[src/hdl/gsr_pkg.sv]
// ----------------------------------------------------------------------------
// gsr_pkg
// Shared types and constants for the graph split reachability block.
// ----------------------------------------------------------------------------
`timescale 1ns / 1ps

package gsr_pkg;

  localparam int unsigned MaxVertices = 64;
  localparam int unsigned VertW       = $clog2(MaxVertices);
  localparam int unsigned DepthW      = VertW + 1;
  localparam int unsigned CountW      = 7;

  localparam logic [1:0] OP_CLEAR    = 2'd0;
  localparam logic [1:0] OP_ADD_EDGE = 2'd1;
  localparam logic [1:0] OP_DIVIDE   = 2'd2;

  localparam logic REG_VERTEX_COUNT = 1'b0;

  typedef logic [MaxVertices-1:0] row_t;
  typedef logic [VertW-1:0]       vert_t;

  // adjacency memory request
  typedef struct packed {
    logic  clear;
    logic  we;
    vert_t wr_addr;
    row_t  wr_data;
    logic  re;
    vert_t rd_addr;
  } adj_req_t;

endpackage

[src/hdl/gsr_ffs.sv]
// ----------------------------------------------------------------------------
// gsr_ffs
// Find-first-set over a candidate row: lowest set index wins.
// ----------------------------------------------------------------------------
`timescale 1ns / 1ps

module gsr_ffs (
  input  gsr_pkg::row_t  cand_i,
  output logic           found_o,
  output gsr_pkg::vert_t idx_o
);

  always_comb begin
    idx_o = '0;
    for (int i = gsr_pkg::MaxVertices - 1; i >= 0; i--) begin
      if (cand_i[i]) begin
        idx_o = gsr_pkg::VertW'(i);
      end
    end
  end

  assign found_o = |cand_i;

endmodule

[config.mk]
export PLATFORM = sky130hd
export DESIGN_NAME = gsr_ffs
export DESIGN_NICKNAME = d
export VERILOG_FILES = /design/src/hdl/gsr_pkg.sv /design/src/hdl/gsr_ffs.sv
export SDC_FILE = /design/constraint.sdc
export NUM_CORES = 1
export LEC_CHECK = 0
export ABC_AREA = 0
export BUFFER_PORTS_ARGS = -buffer_cell sky130_fd_sc_hd__buf_4
export CAP_MARGIN = 20
export CORE_ASPECT_RATIO = 1.5
export CORE_MARGIN = 10
export CORE_UTILIZATION = 45
export DETAILED_ROUTE_END_ITERATION = 8
export PLACE_DENSITY = 0.9
export SETUP_SLACK_MARGIN = 0.02
export SLEW_MARGIN = 30
export SYNTH_ARGS = -nofsm -noshare
export SYNTH_HDL_FRONTEND = slang
export SYNTH_SLANG_ARGS = --single-unit
[constraint.sdc]
create_clock -name vclk -period 3.25
set_clock_uncertainty 0.1 [all_clocks]
set_input_delay 0.1625 -clock vclk [all_inputs]
set_output_delay 0.1625 -clock vclk [all_outputs]
set_load 0.1 [all_outputs]
==> summary.txt <==
Outcome
  – Outcome: finished clean

Route
  – Routed WL: 4040 um
  – Antenna Violating Nets Remaining: 0
  – DR iter-0 viols: 30
  – Routed len/inst: about 17 um
  – Via count normalized by instance count: just over 6
  – DRC violations left: 0
  – Vias: 1471
  – DRT Pass-1 Iters: 4

STA
  – Max Slew Vio Count: 0
  – Final cycle utilization of the critical path: 0.626
  – Slew headroom: 0.642
  – Fmax: approximately 0.49 GHz
  – Worst setup margin: roughly 1.2 ns
  – Sum Neg Setup Slack: 0 ns
  – Final Hold Viols: 0
  – Final setup fails: 0
  – Unrepaired setup endpoints after global routing: false
  – Slew @ Worst Pin: approximately 0.53 ns
  – Final Critical Period: about 2 ns

Power
  – P_sw: 0.0823 mW
  – PD cells: 109 nW/um^2
  – Internal power: roughly 0.077 mW
  – Static Leak: about 0.59 nW
  – Seq pwr share: 0
  – Comb power frac: 1.000
  – Switching Fraction: 0.517
  – Power share of the clock group: 0
  – Peak VDD IR: between 0.00007 and 0.00008 V

Final layout
  – Seq. cell area: 0 um^2
  – Ant. Diodes: 0
  – Fraction of layout cells with a size suffix above 1: 0.375
  – Finished Core Util: 0.787
  – Num sequential: 0
  – Final nets: between 200 and 300
  – Layout fillers: roughly 150
  – Area of the multi-input gates: 863 um^2
  – Clock buffer count: 0
  – Fin cells: about 240
  – Most common cell after layout, fill and taps aside: buf_4
  – Most frequent cells in the layout: buf_4, nor2_1, nor4_1
  – Final instance area: around 1500 um^2
  – Synth-to-Final Area Change: 64.6%

Synthesis
  – Post-synthesis cell count: 145
  – Synth top area share: 0.113
  – Dominant cell type by area after synthesis: nor4_1
  – Post-Synthesis Cell Area: roughly 900 um^2
  – Avg Cell Area, Syn: about 6.1 um^2
  – Post-synthesis sequential area ratio: 0
  – Library cells used by synthesis: 40
  – Yosys warnings: 0
  – Syn_nets: about 210
  – Synth top area cells: nor4_1, nor2_1, nor3_1

Hold path
  – Worst Hold Class: in -> out

Setup path
  – Worst path bufs/invs: 2
  – Worst Setup Path Type: in -> out
  – Worst Path Max Fanout: 4
  – Critical Path AT: 1.77 ns
  – Crit path capture type: primary output
  – Delay of the slowest critical-path stage: 0.56 ns
  – CP Launch Type: input port
  – Cell Chain, Critical Path: buf_4 > or4_4 > nor2b_2 > nand3_1 > nor4_2 > buf_4
  – Req. time, crit path: roughly 3 ns
  – Slowest library cell on the worst path: or4_4
  – Most frequent CP cell: buf_4
  – Crit path max-delay family: simple AND/OR/NAND/NOR gates

Floorplan
  – I/O Pins: 71
  – Core ar.: roughly 1900 um^2
  – Die Width: approximately 56 um
  – Initial Util: 0.478
  – Row cnt: 19
  – Die H: around 74 um
  – Die area: roughly 4200 um^2

Placement
  – RD Place Congestion: roughly 0.9
  – Number of buffers added on ports: 71
  – Place WS: 1.21 ns
  – Placed Area: roughly 1500 um^2
  – Hpwl dp: 3600 um
  – Cell Count Post-Placement: ~240

GRT
  – Grt ovf: 0
  – First-pass GRT wire length: 6560 um
  – Largest net degree at the start of global routing: 6
  – Initial antenna violation count: 0
  – Gr usage total: 0.180
  – Vias in the first global route: around 1500

Clock tree
  – Setup bufs post-CTS: 0
  – CTS Hold Bufs: 0
  – CTS resizes: 0

Run
  – # Max-Cap Violations: 0
cell usage after synthesis:
| cell type | count |
|---|---|
| nor2_1 | 19 |
| nor4_1 | 16 |
| nor3_1 | 12 |
| a21oi_1 | 10 |
| inv_1 | 10 |
| nand2_1 | 9 |
| nand3_1 | 6 |
| o21ai_0 | 6 |
| nand2b_1 | 4 |
| nor2b_1 | 4 |
| o211ai_1 | 4 |
| o21a_1 | 3 |
| o21bai_1 | 3 |
| o31ai_1 | 3 |
| or3_1 | 3 |
| or4_1 | 3 |
| a211oi_1 | 2 |
| a21boi_1 | 2 |
| a31oi_1 | 2 |
| nor4_4 | 2 |
| o311ai_1 | 2 |
| or4_4 | 2 |
| a2111oi_0 | 1 |
| a21boi_0 | 1 |
| a221oi_1 | 1 |
| and2_1 | 1 |
| and3_1 | 1 |
| nand3_2 | 1 |
| nand3b_1 | 1 |
| nor2_2 | 1 |
| nor2b_2 | 1 |
| nor4b_4 | 1 |
| o2111ai_1 | 1 |
| o211a_1 | 1 |
| o21ai_1 | 1 |
| o311a_1 | 1 |
| o311ai_0 | 1 |
| o31a_1 | 1 |
| o41ai_1 | 1 |
| or2_0 | 1 |
cell type report:
| class | instances | area share |
|---|---|---|
| multi-input cells | 135 | 0.591 |
| repair buffers | 71 | 0.365 |
| inverters | 10 | 0.0257 |
| well taps | 21 | 0.0180 |
worst paths after layout:
kind                  startpoint  endpoint  slack (ns)  cells past startpoint
worst max-delay path  cand_i[15]  idx_o[5]        1.22                      6
worst min-delay path   cand_i[1]  idx_o[3]        0.70                      5
per-stage QoR:
stage	total power, mW	hold WS, ns
CTS	0.158	0.697
floorplan	0.0563	0.555
detailed placement	0.157	0.699
global route	0.172	0.721
finish	0.159	0.698
global placement	0.154	0.687
cells by family (layout without fill, tap and decap cells):
family / Yosys count / after routing / share of synthesized area
and+or+nand+nor: 88 / 88 / 0.594
AOI/OAI and AO/OA: 47 / 47 / 0.364
buffers and inverters: 10 / 81 / 0.0423
layer usage:
metal / track usage / share of wire / up-vias
met3: 0.0494 / 0.080 / 12
li1: - / - / 718
met1: 0.178 / 0.38 / 670
met4: 0.0697 / 0.032 / 0
met2: 0.345 / 0.50 / 71
met5: 0 / 0 / -
tightest hold or removal path: cells and delay by family:
kind / cells / cell delay [ns]
buf+inv: 2 / 0.31
compound gates: 1 / 0.04
simple gates: 2 / 0.11
power by group through the flow:
| stage | clock network, mW | logic [mW] | registers (mW) |
|---|---|---|---|
| floorplan | 0 | 0.0563 | 0 |
| global placement | 0 | 0.154 | 0 |
| detailed placement | 0 | 0.157 | 0 |
| CTS | 0 | 0.158 | 0 |
| global route | 0 | 0.172 | 0 |
| finish | 0 | 0.159 | 0 |
Power figures use the tool's default switching activity.
